===== src/hdl/fatl_pkg.sv =====
// shared types, codes and defaults of the failed attempt lockout table
package fatl_pkg;

  localparam int unsigned SLOTS_DEFAULT = 8;
  localparam int unsigned USER_W        = 32;
  localparam int unsigned AGE_W         = 32;
  localparam int unsigned COUNT_W       = 8;
  localparam int unsigned CODE_W        = 3;

  localparam logic [COUNT_W-1:0] MAX_FAIL_RESET = 8'd5;

  typedef enum logic [CODE_W-1:0] {
    OC_MATCH     = 3'd0,
    OC_MISMATCH  = 3'd1,
    OC_NOT_FOUND = 3'd2,
    OC_MISSING   = 3'd3,
    OC_STORAGE   = 3'd4,
    OC_CRYPTO    = 3'd5,
    OC_BAD_PIN   = 3'd6
  } outcome_e;

  typedef enum logic [CODE_W-1:0] {
    RC_SUCCESS   = 3'd0,
    RC_WRONG_PIN = 3'd1,
    RC_LOCKED    = 3'd2,
    RC_INVALID   = 3'd3,
    RC_NOT_FOUND = 3'd4,
    RC_MISSING   = 3'd5,
    RC_STORAGE   = 3'd6,
    RC_CRYPTO    = 3'd7
  } result_e;

  typedef struct packed {
    logic [USER_W-1:0]  user;
    logic [AGE_W-1:0]   age;
    logic [COUNT_W-1:0] fail_count;
    logic               locked;
  } slot_t;

  localparam int unsigned SLOT_W = $bits(slot_t);

endpackage


===== src/hdl/fatl_if.sv =====
// channel interfaces: attempt requests, results and the limit register write
interface fatl_req_if;
  logic                                valid;
  logic                                ready;
  logic [fatl_pkg::USER_W-1:0]         user_id;
  logic [fatl_pkg::CODE_W-1:0]         check_outcome;
  modport source (output valid, output user_id, output check_outcome, input ready);
  modport sink   (input valid, input user_id, input check_outcome, output ready);
endinterface

interface fatl_rsp_if;
  logic                                valid;
  logic                                ready;
  logic [fatl_pkg::CODE_W-1:0]         result_code;
  logic [fatl_pkg::COUNT_W-1:0]        failure_count;
  modport source (output valid, output result_code, output failure_count, input ready);
  modport sink   (input valid, input result_code, input failure_count, output ready);
endinterface

interface fatl_cfg_if;
  logic                                valid;
  logic                                ready;
  logic [fatl_pkg::COUNT_W-1:0]        max_failures;
  modport source (output valid, output max_failures, input ready);
  modport sink   (input valid, input max_failures, output ready);
endinterface


===== src/hdl/fatl_ram.sv =====
// generic single write port ram with registered read
module fatl_ram #(
  parameter int unsigned WIDTH = 8,
  parameter int unsigned DEPTH = 8,
  localparam int unsigned AW = (DEPTH > 1) ? $clog2(DEPTH) : 1
) (
  input  logic             clk_i,
  input  logic             we_i,
  input  logic [AW-1:0]    waddr_i,
  input  logic [WIDTH-1:0] wdata_i,
  input  logic             re_i,
  input  logic [AW-1:0]    raddr_i,
  output logic [WIDTH-1:0] rdata_o
);

  logic [WIDTH-1:0] mem_q [DEPTH];
  logic [WIDTH-1:0] rdata_q;

  always_ff @(posedge clk_i) begin
    if (we_i) begin
      mem_q[waddr_i] <= wdata_i;
    end
    if (re_i) begin
      rdata_q <= mem_q[raddr_i];
    end
  end

  assign rdata_o = rdata_q;

endmodule


===== src/hdl/fatl_ctrl.sv =====
// scans every slot of a valid attempt, picks match or victim, then updates
module fatl_ctrl #(
  parameter int unsigned SLOTS = fatl_pkg::SLOTS_DEFAULT,
  localparam int unsigned AW = (SLOTS > 1) ? $clog2(SLOTS) : 1,
  localparam int unsigned CW = $clog2(SLOTS + 1)
) (
  input  logic                          clk_i,
  input  logic                          rst_ni,
  input  logic [fatl_pkg::COUNT_W-1:0]  max_failures_i,
  fatl_req_if.sink                      req_i,
  fatl_rsp_if.source                    rsp_o,
  output logic                          ram_we_o,
  output logic [AW-1:0]                 ram_waddr_o,
  output fatl_pkg::slot_t               ram_wdata_o,
  output logic                          ram_re_o,
  output logic [AW-1:0]                 ram_raddr_o,
  input  fatl_pkg::slot_t               ram_rdata_i
);

  typedef enum logic [1:0] {
    ST_IDLE,
    ST_SCAN,
    ST_APPLY
  } state_e;

  state_e                          state_q;
  logic [fatl_pkg::USER_W-1:0]     uid_q;
  logic [fatl_pkg::CODE_W-1:0]     oc_q;
  logic                            inv_q;
  logic [CW-1:0]                   cnt_q;
  logic                            ev_q;
  logic [AW-1:0]                   ev_idx_q;
  logic                            found_q;
  logic [AW-1:0]                   found_idx_q;
  logic [fatl_pkg::COUNT_W-1:0]    found_cnt_q;
  logic                            found_lock_q;
  logic                            empty_q;
  logic [AW-1:0]                   pick_idx_q;
  logic [fatl_pkg::AGE_W-1:0]      pick_age_q;
  logic [fatl_pkg::AGE_W-1:0]      age_ctr_q;
  logic [SLOTS-1:0]                valid_q;
  logic                            out_valid_q;
  logic [fatl_pkg::CODE_W-1:0]     out_code_q;
  logic [fatl_pkg::COUNT_W-1:0]    out_cnt_q;

  fatl_pkg::slot_t                 ent;
  logic                            accept;
  logic                            req_inv;
  logic                            issue;
  logic                            fire;
  logic [fatl_pkg::AGE_W-1:0]      age_next;
  logic [fatl_pkg::COUNT_W-1:0]    base_cnt;
  logic [fatl_pkg::COUNT_W-1:0]    new_cnt;
  logic                            new_lock;
  logic [fatl_pkg::CODE_W-1:0]     res_code;
  logic [fatl_pkg::COUNT_W-1:0]    res_cnt;
  logic                            wr_en;
  logic [AW-1:0]                   wr_idx;
  logic                            clr_en;
  logic                            bump;

  assign req_i.ready = (state_q == ST_IDLE);
  assign accept      = req_i.valid && req_i.ready;
  assign req_inv     = (req_i.user_id == '0) ||
                       (req_i.check_outcome >= fatl_pkg::OC_BAD_PIN);

  assign issue       = (state_q == ST_SCAN) && (cnt_q < CW'(SLOTS));
  assign ram_re_o    = issue;
  assign ram_raddr_o = cnt_q[AW-1:0];

  assign ent      = valid_q[ev_idx_q] ? ram_rdata_i : '0;
  assign fire     = (state_q == ST_APPLY) && (!out_valid_q || rsp_o.ready);
  assign age_next = age_ctr_q + 1'b1;
  assign base_cnt = found_q ? found_cnt_q : '0;
  assign new_cnt  = (base_cnt < max_failures_i) ? base_cnt + 1'b1 : base_cnt;
  assign new_lock = (new_cnt >= max_failures_i);

  always_comb begin
    res_code    = fatl_pkg::RC_INVALID;
    res_cnt     = '0;
    wr_en       = 1'b0;
    wr_idx      = found_idx_q;
    clr_en      = 1'b0;
    bump        = 1'b0;
    ram_wdata_o = '{user: uid_q, age: age_next, fail_count: found_cnt_q, locked: 1'b1};
    if (inv_q) begin
      res_code = fatl_pkg::RC_INVALID;
    end else if (found_q && found_lock_q) begin
      res_code = fatl_pkg::RC_LOCKED;
      res_cnt  = found_cnt_q;
      wr_en    = 1'b1;
      bump     = 1'b1;
    end else begin
      unique case (oc_q)
        fatl_pkg::OC_MATCH: begin
          res_code = fatl_pkg::RC_SUCCESS;
          clr_en   = found_q;
        end
        fatl_pkg::OC_MISMATCH: begin
          res_code    = new_lock ? fatl_pkg::RC_LOCKED : fatl_pkg::RC_WRONG_PIN;
          res_cnt     = new_cnt;
          wr_en       = 1'b1;
          wr_idx      = found_q ? found_idx_q : pick_idx_q;
          bump        = 1'b1;
          ram_wdata_o = '{user: uid_q, age: age_next, fail_count: new_cnt,
                          locked: new_lock};
        end
        fatl_pkg::OC_NOT_FOUND: begin
          res_code = fatl_pkg::RC_NOT_FOUND;
          res_cnt  = base_cnt;
        end
        fatl_pkg::OC_MISSING: begin
          res_code = fatl_pkg::RC_MISSING;
          res_cnt  = base_cnt;
        end
        fatl_pkg::OC_STORAGE: begin
          res_code = fatl_pkg::RC_STORAGE;
          res_cnt  = base_cnt;
        end
        fatl_pkg::OC_CRYPTO: begin
          res_code = fatl_pkg::RC_CRYPTO;
          res_cnt  = base_cnt;
        end
        default: begin
          res_code = fatl_pkg::RC_INVALID;
        end
      endcase
    end
  end

  assign ram_we_o    = fire && wr_en;
  assign ram_waddr_o = wr_idx;

  assign rsp_o.valid         = out_valid_q;
  assign rsp_o.result_code   = out_code_q;
  assign rsp_o.failure_count = out_cnt_q;

  always_ff @(posedge clk_i or negedge rst_ni) begin
    if (!rst_ni) begin
      state_q      <= ST_IDLE;
      uid_q        <= '0;
      oc_q         <= '0;
      inv_q        <= 1'b0;
      cnt_q        <= '0;
      ev_q         <= 1'b0;
      ev_idx_q     <= '0;
      found_q      <= 1'b0;
      found_idx_q  <= '0;
      found_cnt_q  <= '0;
      found_lock_q <= 1'b0;
      empty_q      <= 1'b0;
      pick_idx_q   <= '0;
      pick_age_q   <= '0;
      age_ctr_q    <= '0;
      valid_q      <= '0;
      out_valid_q  <= 1'b0;
      out_code_q   <= '0;
      out_cnt_q    <= '0;
    end else begin
      if (fire) begin
        out_valid_q <= 1'b1;
      end else if (rsp_o.ready) begin
        out_valid_q <= 1'b0;
      end
      unique case (state_q)
        ST_IDLE: begin
          if (accept) begin
            uid_q   <= req_i.user_id;
            oc_q    <= req_i.check_outcome;
            inv_q   <= req_inv;
            cnt_q   <= '0;
            ev_q    <= 1'b0;
            found_q <= 1'b0;
            empty_q <= 1'b0;
            state_q <= req_inv ? ST_APPLY : ST_SCAN;
          end
        end
        ST_SCAN: begin
          ev_q     <= issue;
          ev_idx_q <= cnt_q[AW-1:0];
          if (issue) begin
            cnt_q <= cnt_q + 1'b1;
          end
          if (ev_q) begin
            // first matching slot wins
            if (!found_q && ent.user != '0 && ent.user == uid_q) begin
              found_q      <= 1'b1;
              found_idx_q  <= ev_idx_q;
              found_cnt_q  <= ent.fail_count;
              found_lock_q <= ent.locked;
            end
            // victim: first empty slot, else oldest with lowest index
            if (ev_idx_q == '0) begin
              pick_idx_q <= '0;
              pick_age_q <= ent.age;
              empty_q    <= (ent.user == '0);
            end else if (!empty_q) begin
              if (ent.user == '0) begin
                empty_q    <= 1'b1;
                pick_idx_q <= ev_idx_q;
              end else if (ent.age < pick_age_q) begin
                pick_idx_q <= ev_idx_q;
                pick_age_q <= ent.age;
              end
            end
            if (!issue) begin
              state_q <= ST_APPLY;
            end
          end
        end
        ST_APPLY: begin
          if (fire) begin
            out_code_q  <= res_code;
            out_cnt_q   <= res_cnt;
            if (bump) begin
              age_ctr_q <= age_next;
            end
            if (wr_en) begin
              valid_q[wr_idx] <= 1'b1;
            end
            if (clr_en) begin
              valid_q[found_idx_q] <= 1'b0;
            end
            state_q <= ST_IDLE;
          end
        end
        default: begin
          state_q <= ST_IDLE;
        end
      endcase
    end
  end

endmodule


===== src/hdl/failed_attempt_lockout_table_top.sv =====
// top level of the failed attempt lockout table
//
// req_i takes one login attempt per item: a user id and the outcome of the
// external credential check. rsp_o returns one result item per attempt with
// the result code and the user's failure count. cfg_i, always ready, writes
// max_failures, by the user only while the block is idle; nothing enforces it.
//
// An attempt walks all SLOTS entries of the slot ram, one read a cycle through
// the registered read port, then the apply state applies the update and loads
// the result register; an invalid attempt skips the walk. req_i is ready only
// between attempts, so a new attempt is taken only after the last is applied.
//
// A finished result sits in the output register; a new attempt is taken and
// walked while it waits, and the update of that attempt holds until the
// receiver takes the earlier result. Reset empties all slots at once through
// per-slot valid bits, clears the age counter and sets max_failures to 5.
module failed_attempt_lockout_table_top #(
  parameter int unsigned SLOTS = fatl_pkg::SLOTS_DEFAULT
) (
  input  logic        clk_i,
  input  logic        rst_ni,
  fatl_req_if.sink    req_i,
  fatl_rsp_if.source  rsp_o,
  fatl_cfg_if.sink    cfg_i
);

  localparam int unsigned AW = (SLOTS > 1) ? $clog2(SLOTS) : 1;

  logic [fatl_pkg::COUNT_W-1:0] max_fail_q;
  logic                         ram_we;
  logic [AW-1:0]                ram_waddr;
  fatl_pkg::slot_t              ram_wdata;
  logic                         ram_re;
  logic [AW-1:0]                ram_raddr;
  logic [fatl_pkg::SLOT_W-1:0]  ram_rdata;

  assign cfg_i.ready = 1'b1;

  always_ff @(posedge clk_i or negedge rst_ni) begin
    if (!rst_ni) begin
      max_fail_q <= fatl_pkg::MAX_FAIL_RESET;
    end else if (cfg_i.valid) begin
      max_fail_q <= cfg_i.max_failures;
    end
  end

  fatl_ctrl #(
    .SLOTS (SLOTS)
  ) u_ctrl (
    .clk_i          (clk_i),
    .rst_ni         (rst_ni),
    .max_failures_i (max_fail_q),
    .req_i          (req_i),
    .rsp_o          (rsp_o),
    .ram_we_o       (ram_we),
    .ram_waddr_o    (ram_waddr),
    .ram_wdata_o    (ram_wdata),
    .ram_re_o       (ram_re),
    .ram_raddr_o    (ram_raddr),
    .ram_rdata_i    (fatl_pkg::slot_t'(ram_rdata))
  );

  fatl_ram #(
    .WIDTH (fatl_pkg::SLOT_W),
    .DEPTH (SLOTS)
  ) u_slot_ram (
    .clk_i   (clk_i),
    .we_i    (ram_we),
    .waddr_i (ram_waddr),
    .wdata_i (ram_wdata),
    .re_i    (ram_re),
    .raddr_i (ram_raddr),
    .rdata_o (ram_rdata)
  );

  a_busy_after_accept : assert property (@(posedge clk_i) disable iff (!rst_ni)
    (req_i.valid && req_i.ready) |=> !req_i.ready)
    else $error("attempt accepted while previous one still in flight");

  a_wrong_pin_counts : assert property (@(posedge clk_i) disable iff (!rst_ni)
    (rsp_o.valid && rsp_o.result_code == fatl_pkg::RC_WRONG_PIN) |->
    (rsp_o.failure_count != '0))
    else $error("wrong pin result with zero failure count");

  a_zero_count_codes : assert property (@(posedge clk_i) disable iff (!rst_ni)
    (rsp_o.valid && (rsp_o.result_code == fatl_pkg::RC_INVALID ||
                     rsp_o.result_code == fatl_pkg::RC_SUCCESS)) |->
    (rsp_o.failure_count == '0))
    else $error("success or invalid result with nonzero failure count");

  a_no_ram_write_idle : assert property (@(posedge clk_i) disable iff (!rst_ni)
    ram_we |-> !ram_re)
    else $error("slot write overlaps slot walk");

endmodule

===== src/flat_wrapper.sv =====
// flat-port wrapper written by rule: the top's interface ports become plain ports
module failed_attempt_lockout_table_top_flat 
#(
  parameter int unsigned SLOTS = fatl_pkg::SLOTS_DEFAULT
)
  (clk_i, rst_ni, req_i_valid, req_i_user_id, req_i_check_outcome, req_i_ready, rsp_o_valid, rsp_o_result_code, rsp_o_failure_count, rsp_o_ready, cfg_i_valid, cfg_i_max_failures, cfg_i_ready);
  fatl_req_if req_i_i ();
  fatl_rsp_if rsp_o_i ();
  fatl_cfg_if cfg_i_i ();
  input  logic clk_i;
  input  logic rst_ni;
  input wire logic [$bits(req_i_i.valid)-1:0] req_i_valid;
  input wire logic [$bits(req_i_i.user_id)-1:0] req_i_user_id;
  input wire logic [$bits(req_i_i.check_outcome)-1:0] req_i_check_outcome;
  output wire logic [$bits(req_i_i.ready)-1:0] req_i_ready;
  output wire logic [$bits(rsp_o_i.valid)-1:0] rsp_o_valid;
  output wire logic [$bits(rsp_o_i.result_code)-1:0] rsp_o_result_code;
  output wire logic [$bits(rsp_o_i.failure_count)-1:0] rsp_o_failure_count;
  input wire logic [$bits(rsp_o_i.ready)-1:0] rsp_o_ready;
  input wire logic [$bits(cfg_i_i.valid)-1:0] cfg_i_valid;
  input wire logic [$bits(cfg_i_i.max_failures)-1:0] cfg_i_max_failures;
  output wire logic [$bits(cfg_i_i.ready)-1:0] cfg_i_ready;
  assign req_i_i.valid = req_i_valid;
  assign req_i_i.user_id = req_i_user_id;
  assign req_i_i.check_outcome = req_i_check_outcome;
  assign req_i_ready = req_i_i.ready;
  assign rsp_o_valid = rsp_o_i.valid;
  assign rsp_o_result_code = rsp_o_i.result_code;
  assign rsp_o_failure_count = rsp_o_i.failure_count;
  assign rsp_o_i.ready = rsp_o_ready;
  assign cfg_i_i.valid = cfg_i_valid;
  assign cfg_i_i.max_failures = cfg_i_max_failures;
  assign cfg_i_ready = cfg_i_i.ready;
  failed_attempt_lockout_table_top #(.SLOTS(SLOTS)) u_core (.clk_i(clk_i), .rst_ni(rst_ni), .req_i(req_i_i), .rsp_o(rsp_o_i), .cfg_i(cfg_i_i));
endmodule

===== config.mk =====
export PLATFORM = sky130hd
export DESIGN_NAME = failed_attempt_lockout_table_top_flat
export DESIGN_NICKNAME = d
export VERILOG_FILES = /design/src/hdl/fatl_pkg.sv /design/src/hdl/fatl_if.sv /design/src/hdl/fatl_ram.sv /design/src/hdl/fatl_ctrl.sv /design/src/hdl/failed_attempt_lockout_table_top.sv /design/src/flat_wrapper.sv
export SDC_FILE = /design/constraint.sdc
export NUM_CORES = 1
export LEC_CHECK = 0
export BUFFER_PORTS_ARGS = -buffer_cell sky130_fd_sc_hd__buf_2
export CAP_MARGIN = 25
export CORE_MARGIN = 3
export CORE_UTILIZATION = 40
export CTS_CLUSTER_SIZE = 12
export DETAILED_ROUTE_END_ITERATION = 7
export GPL_ROUTABILITY_DRIVEN = 0
export SETUP_SLACK_MARGIN = 0.05
export SYNTH_ARGS = -nofsm -noshare
export SYNTH_HDL_FRONTEND = slang
export SYNTH_SLANG_ARGS = --single-unit
export TNS_END_PERCENT = 5

===== constraint.sdc =====
create_clock -name clk_i -period 10.45 [get_ports clk_i]
set_input_delay 1.045 -clock clk_i [delete_from_list [all_inputs] [get_ports clk_i]]
set_output_delay 1.045 -clock clk_i [all_outputs]
set_load 0.05 [all_outputs]

==> results of run 1 <==
[sequential cells by signal, indices dropped and copies added, names as in the netlist, 2 cells and up]
signal,cells
u_core.max_fail_q,8
u_core.u_ctrl.age_ctr_q,32
u_core.u_ctrl.cnt_q,4
u_core.u_ctrl.ev_idx_q,3
u_core.u_ctrl.found_cnt_q,8
u_core.u_ctrl.found_idx_q,3
u_core.u_ctrl.oc_q,3
u_core.u_ctrl.pick_age_q,32
u_core.u_ctrl.pick_idx_q,3
u_core.u_ctrl.rsp_o.failure_count,8
u_core.u_ctrl.rsp_o.result_code,3
u_core.u_ctrl.state_q,2
u_core.u_ctrl.uid_q,32
u_core.u_ctrl.valid_q,8
u_core.u_slot_ram.mem_q,584
u_core.u_slot_ram.rdata_o,73
[cells by family (layout without fill, tap and decap cells)]
kind of cell,after synthesis,in the layout
other cells,1,2
mux,312,312
compound gates,157,157
xor+xnor,79,79
fa+ha+maj,51,51
flops,812,812
simple gates,343,343
buf+inv,163,329
[worst register-to-register path, stage by stage (launching register included)]
cell and delay [ps]:
sky130_fd_sc_hd__dfrtp_1 690, sky130_fd_sc_hd__inv_1 360, sky130_fd_sc_hd__nor2_1 370, sky130_fd_sc_hd__ha_1 300
sky130_fd_sc_hd__a2111o_1 430, sky130_fd_sc_hd__a211o_1 350, sky130_fd_sc_hd__a2111oi_2 690, sky130_fd_sc_hd__nand3_1 300
sky130_fd_sc_hd__xnor2_1 200, sky130_fd_sc_hd__ha_1 290, sky130_fd_sc_hd__or2_2 270, sky130_fd_sc_hd__a21oi_1 210
sky130_fd_sc_hd__a21oi_1 90, sky130_fd_sc_hd__or2_2 360
[power breakdown]
group          internal [mW]  total (mW)  switching [mW]  leakage (nW)
clock                   1.64        2.89            1.25          1.31
combinational           1.08        2.29            1.21          4.18
sequential              4.08        4.57           0.490          8.37
total                   6.80        9.76            2.95          13.9
[through the flow]
stage                     setup WS (ps)  area, um^2
final                              5270       37900
after global routing               4940       37900
after CTS                          4770       37800
after detailed placement           4790       35100
after global placement             4880       35100
after floorplan                     395       33500
[cell type report]
cell class	count	area [um^2]	area share (%)
Clock inverter	30	275	0.727
Multi-Input combinational cell	943	9310	24.6
Tap cell	1070	1340	3.54
Timing Repair Buffer	92	592	1.56
Sequential cell	812	23600	62.4
Antenna cell	1	2.50	0.00661
Clock buffer	130	2430	6.41
Inverter	77	289	0.764
[final timing paths]
| kind | from | endpoint | slack (ps) | cells after the start |
|---|---|---|---|---|
| max in group asynchronous | rst_ni | u_core.u_ctrl.age_ctr_q[18] | 8840 | 3 |
| max reg2reg | u_core.u_ctrl.found_q | u_core.u_slot_ram.mem_q[7][0] | 5270 | 13 |
| max | u_core.u_ctrl.found_q | u_core.u_slot_ram.mem_q[7][0] | 5270 | 13 |
| min reg2reg | u_core.u_ctrl.age_ctr_q[31] | u_core.u_ctrl.age_ctr_q[31] | 480 | 1 |
| min | u_core.u_ctrl.age_ctr_q[31] | u_core.u_ctrl.age_ctr_q[31] | 480 | 1 |
| min in group asynchronous | rst_ni | u_core.u_ctrl.rsp_o.failure_count[3] | 490 | 1 |
[per-layer routing]
metal | GRT usage [%] | wire (um) | part of all wire [%] | up-vias
li1 | - | - | - | 7668
met1 | 23.0 | 32300 | 45 | 9047
met2 | 27.8 | 35300 | 49 | 373
met3 | 2.81 | 3130 | 4.3 | 104
met4 | 4.38 | 1600 | 2.2 | 0
met5 | 0 | 0 | 0 | -
[placed cells by master (no fill, tap or decap), types with 6 or more instances in the layout]
cell / synthesis / routed
sky130_fd_sc_hd__a2111oi_0: 8 / 8
sky130_fd_sc_hd__a21boi_0: 7 / 7
sky130_fd_sc_hd__a21o_1: 15 / 15
sky130_fd_sc_hd__a21oi_1: 36 / 36
sky130_fd_sc_hd__a31oi_1: 14 / 14
sky130_fd_sc_hd__and3_1: 35 / 35
sky130_fd_sc_hd__buf_2: 5 / 59
sky130_fd_sc_hd__buf_4: 2 / 28
sky130_fd_sc_hd__clkbuf_1: 51 / 32
sky130_fd_sc_hd__clkbuf_16: 0 / 85
sky130_fd_sc_hd__clkbuf_8: 0 / 13
sky130_fd_sc_hd__clkinv_1: 0 / 14
sky130_fd_sc_hd__clkinv_2: 0 / 8
sky130_fd_sc_hd__dfrtp_1: 153 / 150
sky130_fd_sc_hd__edfxtp_1: 657 / 657
sky130_fd_sc_hd__ha_1: 51 / 51
sky130_fd_sc_hd__inv_1: 77 / 77
sky130_fd_sc_hd__mux2_2: 143 / 143
sky130_fd_sc_hd__mux2i_1: 19 / 19
sky130_fd_sc_hd__mux4_2: 147 / 147
sky130_fd_sc_hd__nand2_1: 84 / 84
sky130_fd_sc_hd__nand2b_1: 8 / 8
sky130_fd_sc_hd__nand3_1: 25 / 25
sky130_fd_sc_hd__nand4_1: 20 / 20
sky130_fd_sc_hd__nor2_1: 94 / 92
sky130_fd_sc_hd__nor2b_1: 10 / 9
sky130_fd_sc_hd__nor3_1: 19 / 17
sky130_fd_sc_hd__nor4_1: 21 / 20
sky130_fd_sc_hd__o21ai_0: 33 / 33
sky130_fd_sc_hd__o22ai_1: 6 / 6
sky130_fd_sc_hd__xnor2_1: 40 / 40
sky130_fd_sc_hd__xor2_1: 39 / 39
==> qor.tcl, run 1 <==
set qor(outcome) {complete, no violations}
set qor(post-synth-top-count-cell) {sky130_fd_sc_hd__edfxtp_1}
set qor(fill_cells) 7077
set qor(wire_length_of_the_first_global_routing_pass_um) 111000
set qor(cellLeakagePower_nw) 13.9
set qor(grt_overflow_total) 0
set qor(utilization_after_layout_pct) 45.9
set qor(final_layout_setup_total_negative_slack_ps) 0
set qor(drt_iter0_markers) 1285
set qor(critPathSlowestCell) {sky130_fd_sc_hd__dfrtp_1}
set qor(proportion_of_netlist_area_held_by_the_largest_area_contributor_pct) 58.9
set qor(cts_setup_buffers) 0
set qor(postRouteWirelength_um) 72300
set qor(critPathMaxFanout) 12
set qor(post_cts_sizing) 0
set qor(fmaxAchievable_ghz) 0.193
set qor(placedCellCount) 2991
set qor(grt_max_degree) 87
set qor(cap_violations) 0
set qor(finalNetCount) 2110
set qor(initial_core_util_pct) 40.6
set qor(global_route.usage.total_pct) 16.7
set qor(drcViolationCount) 0
set qor(worst_skew_pair.late_latency_ps) 650
set qor(ir_drop_v) 0.000158
set qor(timing.final.crit_period_ps) 5180
set qor(hpwl_um) 40900
set qor(critPathLaunchType) {flop}
set qor(number_of_library_cell_types_mapped_by_synthesis) 66
set qor(timing.critical_path.required_ps) 10810
set qor(synth-compound-area-share_pct) 3.14
set qor(final_min_period_over_clock_period_pct) 49.5
set qor(fin_cells) 3155
set qor(hold_path_class) {flop to flop}
set qor(synth_area_per_cell_um2) 17.5
set qor(main_combinational_cell_family_by_area_after_synthesis) {multiplexers}
set qor(firstDrtPassIters) 5
set qor(drive_above_1_share_pct) 25.4
set qor(floorplan.die_area_um2) 87300
set qor(post_synth_xor_area_fraction_pct) 2.07
set qor(synthTopCellsByCount) {sky130_fd_sc_hd__edfxtp_1 (657), sky130_fd_sc_hd__dfrtp_1 (153), sky130_fd_sc_hd__mux4_2 (147)}
set qor(setup-violations-final) 0
set qor(netlist_area_um2) 33500
set qor(synth_cells) 1918
set qor(power_mw) 9.76
set qor(antenna_violations_before_repair) 2
set qor(vias_per_cell) 5.45
set qor(core-area_um2) 82500
set qor(cts_buffers) 85
set qor(synth-adder-area-share_pct) 1.90
set qor(drt-wirelength-per-cell_um) 22.9
set qor(synth-warning-count) 0
set qor(crit_type) {flop to flop}
set qor(cts_sinks) 812
set qor(die_height_um) 295
set qor(clk_path_buf_depth) 3
set qor(rows) 105
set qor(hold_violations) 0
set qor(synth_area_leaders) {sky130_fd_sc_hd__edfxtp_1 (59%), sky130_fd_sc_hd__dfrtp_1 (11%), sky130_fd_sc_hd__mux4_2 (9.9%)}
set qor(asyncSetResetFlopFracSynth_pct) 19.1
set qor(cts-root-buf) {sky130_fd_sc_hd__clkbuf_16}
set qor(first_global_vias) 18141
set qor(critical_path.cell_chain) {inv_1, nor2_1, ha_1, a2111o_1, a211o_1, a2111oi_2, nand3_1, xnor2_1, ha_1, or2_2, a21oi_1, a21oi_1, or2_2}
set qor(fp.dieW_um) 295
set qor(postRouteAntennaNets) 0
set qor(flow.area_growth_from_synthesis_pct) 13.0
set qor(critPathCaptureType) {flop}
set qor(final.hold.worst_slack_ps) 482
set qor(via_count) 17192
set qor(synth-edff-count) 657
set qor(post_cts_hold_buffer_count) 0
set qor(tightest_slew_ps) 1030
set qor(yosys_register_bits) 812
set qor(final-max-slew-violation-count) 0
set qor(yosys.area.top_type) {sky130_fd_sc_hd__edfxtp_1}
set qor(boundaryPins) 62
set qor(finClkSkew_ps) 28.7
set qor(path_clk_slew_ps) 60
set qor(worst-path-buf-inv) 1
set qor(post_synth_simple_gate_area_pct) 5.06
set qor(buffers_on_ports) 60
set qor(postSynth.topFlopCell) {sky130_fd_sc_hd__edfxtp_1}
set qor(worst_slew_margin_pct) 30.8
set qor(crit_arrival_ps) 5540
set qor(synth.net_count) 2017
set qor(setup_repair_after_global_routing_missed_its_margin) {false}
set qor(ys_seq_area_share_pct) 70.5
set qor(worst_path_dominant_cell_family) {compound AO/OA/AOI/OAI gates}
set qor(cts_tree) {done}
set qor(proportion_of_synthesized_area_in_mux_cells_pct) 15.4
set qor(critPathMaxStageDelay_ps) 690
set qor(power.density_cell_area_nw_per_um2) 258
set qor(clock_tree.htree_level_count) 3
Note: power is estimated with default switching activity, not from simulation.
==> inputs of run 2 (changes only) <==
ABC_AREA = 1   (was unset)
clock period = 4.7 ns   (was 10.45 ns; I/O delays follow)
==> qor.tcl, run 2 <==
set qor(drcViolationCount) 0 ;# unchanged
set qor(wire_length_of_the_first_global_routing_pass_um) 128000 ;# +15%
set qor(flow.area_growth_from_synthesis_pct) 13.3
set qor(post_synth_xor_area_fraction_pct) 1.21 ;# -0.86 points
set qor(layout_commonest_cell) {sky130_fd_sc_hd__edfxtp_1}
set qor(global_route.usage.met3_pct) 2.41 ;# -0.40 points
set qor(synth-warning-count) 0 ;# unchanged
set qor(cts-root-buf) {sky130_fd_sc_hd__clkbuf_16}
set qor(timing.critical_path.required_ps) 5200 ;# -5610 ps
set qor(final_layout_setup_total_negative_slack_ps) 0 ;# unchanged
set qor(final-max-slew-violation-count) 0 ;# unchanged
set qor(initial_core_util_pct) 40.5 ;# -0.088 points
set qor(cts_sinks) 812 ;# unchanged
set qor(clock_tree.htree_level_count) 3 ;# unchanged
set qor(rows) 106 ;# +0.95%
set qor(cts_buffers) 87 ;# +2.4%
set qor(largest_register_ff_count) 584 ;# unchanged
set qor(crit_type) {flop to flop}
set qor(main_combinational_cell_family_by_area_after_synthesis) {simple AND/OR/NAND/NOR gates}
set qor(number_of_library_cell_types_mapped_by_synthesis) 48 ;# -27%
set qor(die_height_um) 298 ;# +0.75%
set qor(synth_cells) 3035 ;# +58%
set qor(synth_area_leaders) {sky130_fd_sc_hd__edfxtp_1 (58%), sky130_fd_sc_hd__dfrtp_1 (11%), sky130_fd_sc_hd__nor2_1 (7.0%)}
set qor(hpwl_um) 46700 ;# +14%
set qor(fin_cells) 4290 ;# +36%
set qor(placedCellCount) 4127 ;# +38%
set qor(ys_seq_area_share_pct) 69.4 ;# -1.1 points
set qor(netlist_area_um2) 34000 ;# +1.5%
set qor(fmaxAchievable_ghz) 0.254 ;# +32%
set qor(yosys.area.top_type) {sky130_fd_sc_hd__edfxtp_1}
set qor(path_clk_slew_ps) 60 ;# about the same
set qor(proportion_of_synthesized_area_in_mux_cells_pct) 0.0662 ;# -15 points
set qor(post_synth_simple_gate_area_pct) 13.5 ;# +8.5 points
set qor(worst_skew_pair.late_latency_ps) 640 ;# about the same
set qor(proportion_of_netlist_area_held_by_the_largest_area_contributor_pct) 58.0 ;# -0.89 points
set qor(first_global_vias) 21521 ;# +19%
set qor(critPathCaptureType) {flop}
set qor(finalNetCount) 3184 ;# +51%
set qor(n_antenna_cell) 0 ;# -1
set qor(final.hold.worst_slack_ps) 38.5 ;# -443 ps
set qor(synth.net_count) 3134 ;# +55%
set qor(drt_iter0_markers) 1871 ;# +46%
set qor(timing.final.crit_period_ps) 3940 ;# -1240 ps
set qor(power_mw) 24.4 ;# +150%
set qor(tightest_slew_ps) 1030 ;# +4.08 ps
set qor(finClkSkew_ps) 30.4 ;# +1.72 ps
set qor(hold_violations) 0 ;# unchanged
set qor(asyncSetResetFlopFracSynth_pct) 19.1 ;# unchanged
set qor(synth-compound-area-share_pct) 9.85 ;# +6.7 points
set qor(fill_cells) 7623 ;# +7.7%
set qor(ir_drop_v) 0.000567 ;# +260%
set qor(layout.cells.most_common_list) {sky130_fd_sc_hd__edfxtp_1 (657), sky130_fd_sc_hd__nor2_1 (627), sky130_fd_sc_hd__nand2_1 (414), sky130_fd_sc_hd__o21ai_0 (364), sky130_fd_sc_hd__inv_1 (190)}
set qor(cts_tree) {done}
set qor(fp.dieW_um) 298 ;# +0.75%
set qor(synthTopCellsByCount) {sky130_fd_sc_hd__edfxtp_1 (657), sky130_fd_sc_hd__nor2_1 (637), sky130_fd_sc_hd__nand2_1 (414)}
set qor(setup-violations-final) 0 ;# unchanged
set qor(grt-busiest-layer) {met2}
set qor(multi_input_comb_area_um2) 9110 ;# -2.1%
set qor(core-area_um2) 84000 ;# +1.8%
set qor(critPathLaunchType) {flop}
set qor(outcome) {complete, no violations}
set qor(synth-adder-area-share_pct) 1.88 ;# -0.029 points
set qor(postRouteWirelength_um) 82400 ;# +14%
set qor(firstDrtPassIters) 5 ;# unchanged
set qor(synth-edff-count) 657 ;# unchanged
set qor(cap_violations) 0 ;# unchanged
set qor(clk_path_buf_depth) 3 ;# unchanged
set qor(cellLeakagePower_nw) 14.5 ;# +4.8%
set qor(dp_worst_setup_slack_ps) 739 ;# -4050 ps
set qor(grt_max_degree) 135 ;# +55%
set qor(worst_slack_ps) 764 ;# -4510 ps
set qor(largest-register) {u_core.u_slot_ram.mem_q}
set qor(final_min_period_over_clock_period_pct) 83.7 ;# +34 points
set qor(boundaryPins) 62 ;# unchanged
set qor(drive_above_1_share_pct) 8.52 ;# -17 points
set qor(via_count) 22374 ;# +30%
set qor(synth_area_per_cell_um2) 11.2 ;# -36%
set qor(postRouteAntennaNets) 0 ;# unchanged
set qor(antenna_violations_before_repair) 0 ;# -2
set qor(power.density_cell_area_nw_per_um2) 632 ;# +150%
set qor(yosys_register_bits) 812 ;# unchanged
set qor(grt_overflow_total) 0 ;# unchanged
set qor(vias_per_cell) 5.22 ;# -4.3%
set qor(buffers_on_ports) 60 ;# unchanged
set qor(global_route.usage.met2_pct) 30.0 ;# +2.2 points
set qor(worst_slew_margin_pct) 30.4 ;# -0.37 points
set qor(area.sequential_um2) 23600 ;# about the same
set qor(cts_setup_buffers) 0 ;# unchanged
set qor(floorplan.die_area_um2) 88600 ;# +1.5%
set qor(critPathMaxFanout) 38 ;# +26
set qor(global_route.usage.total_pct) 18.4 ;# +1.7 points
set qor(postSynth.topFlopCell) {sky130_fd_sc_hd__edfxtp_1}
set qor(post-synth-top-count-cell) {sky130_fd_sc_hd__edfxtp_1}
set qor(hold_path_class) {input port to flop}
set qor(setup_repair_after_global_routing_missed_its_margin) {false}
set qor(drt-wirelength-per-cell_um) 19.2 ;# -16%
set qor(crit_arrival_ps) 4440 ;# -1100 ps
set qor(grt_met1_usage_pct) 26.1 ;# +3.1 points
==> run 2: changes by cell type in the layout (fill, tap and decap cells not counted), sizes merged, moves of 119 or more <==
| cell | change |
|---|---|
| nor2 | +544 |
| inv | +119 |
| mux2 | -144 |
| o21ai | +349 |
| nand2 | +333 |
| mux4 | -147 |
==> run 2: layout make-up <==
| class | instances | share of cell area [%] |
|---|---|---|
| Tap cell | 1134 | 3.68 |
| Clock inverter | 34 | 0.974 |
| Clock buffer | 126 | 6.37 |
| Timing Repair Buffer | 111 | 2.13 |
| Multi-Input combinational cell | 1877 | 23.6 |
| Inverter | 196 | 1.95 |
| Sequential cell | 812 | 61.3 |
==> run 2: worst max-delay path: stages, from the launching register on <==
cell                       delay, ps
sky130_fd_sc_hd__dfrtp_1         450
sky130_fd_sc_hd__inv_2           120
sky130_fd_sc_hd__nand2_1          60
sky130_fd_sc_hd__nand3_1          80
sky130_fd_sc_hd__nand3_2         100
sky130_fd_sc_hd__nand2_2         680
sky130_fd_sc_hd__nor2_1          150
sky130_fd_sc_hd__ha_1            330
sky130_fd_sc_hd__a21oi_1         160
sky130_fd_sc_hd__nor2_1           60
sky130_fd_sc_hd__a211oi_1        160
sky130_fd_sc_hd__nand2_1         110
sky130_fd_sc_hd__nand2_1          70
sky130_fd_sc_hd__nand2_1          70
sky130_fd_sc_hd__nand2_1          60
sky130_fd_sc_hd__nand2_1          60
sky130_fd_sc_hd__nand2_1         480
sky130_fd_sc_hd__nand2_4         380
sky130_fd_sc_hd__nand2_1         150
sky130_fd_sc_hd__nand2_1          60
==> run 2: worst paths after layout <==
path                            slack, ps  cells past startpoint                            to                          from
worst max-delay path                  760                     19  u_core.u_ctrl.pick_age_q[17]     u_core.u_ctrl.ev_idx_q[0]
min in group asynchronous             500                      2    u_core.u_ctrl.age_ctr_q[3]                        rst_ni
worst min register to register        470                      2  u_core.u_ctrl.pick_age_q[29]  u_core.u_ctrl.pick_age_q[29]
max in group asynchronous            3070                      3       u_core.u_ctrl.uid_q[23]                        rst_ni
worst min-delay path                   40                      3          u_core.max_fail_q[4]         cfg_i_max_failures[4]
worst max register to register        760                     19  u_core.u_ctrl.pick_age_q[17]     u_core.u_ctrl.ev_idx_q[0]
==> run 2: where the power goes <==
| part | switching, mW | total [mW] | internal (mW) | leakage (nW) |
|---|---|---|---|---|
| Clock | 2.79 | 6.76 | 3.98 | 1.38 |
| Combinational | 5.13 | 7.26 | 2.12 | 5.09 |
| Sequential | 0.901 | 10.4 | 9.46 | 8.07 |
==> run 2: through the flow <==
stage | utilization, % | cell area [um^2]
final | 45.9 | 38600
after global routing | 45.9 | 38600
after CTS | 45.9 | 38500
after detailed placement | 42.5 | 35700
after global placement | 42.5 | 35700
after floorplan | - | 34000
==> run 2: what timing repair did <==
action                                 CTS  global route
endpoints found under the hold margin   86             0
resized for setup                        0             0
hold buffers                             1             0
==> run 2: cells by family (layout without fill, tap and decap cells) <==
logic type	after synthesis	count (layout)
AO/OA/AOI/OAI	613	613
XOR/XNOR	47	47
adder cells (fa/ha/maj)	51	51
buffers and inverters	346	467
flip-flops	812	812
multiplexers	2	2
other	1	1
AND/OR/NAND/NOR	1163	1163
==> run 2: layer usage <==
metal | wire length, um | up-vias
met5 | 0 | -
met4 | 1760 | 0
met3 | 4080 | 122
met2 | 38800 | 589
met1 | 37800 | 11017
li1 | - | 10646
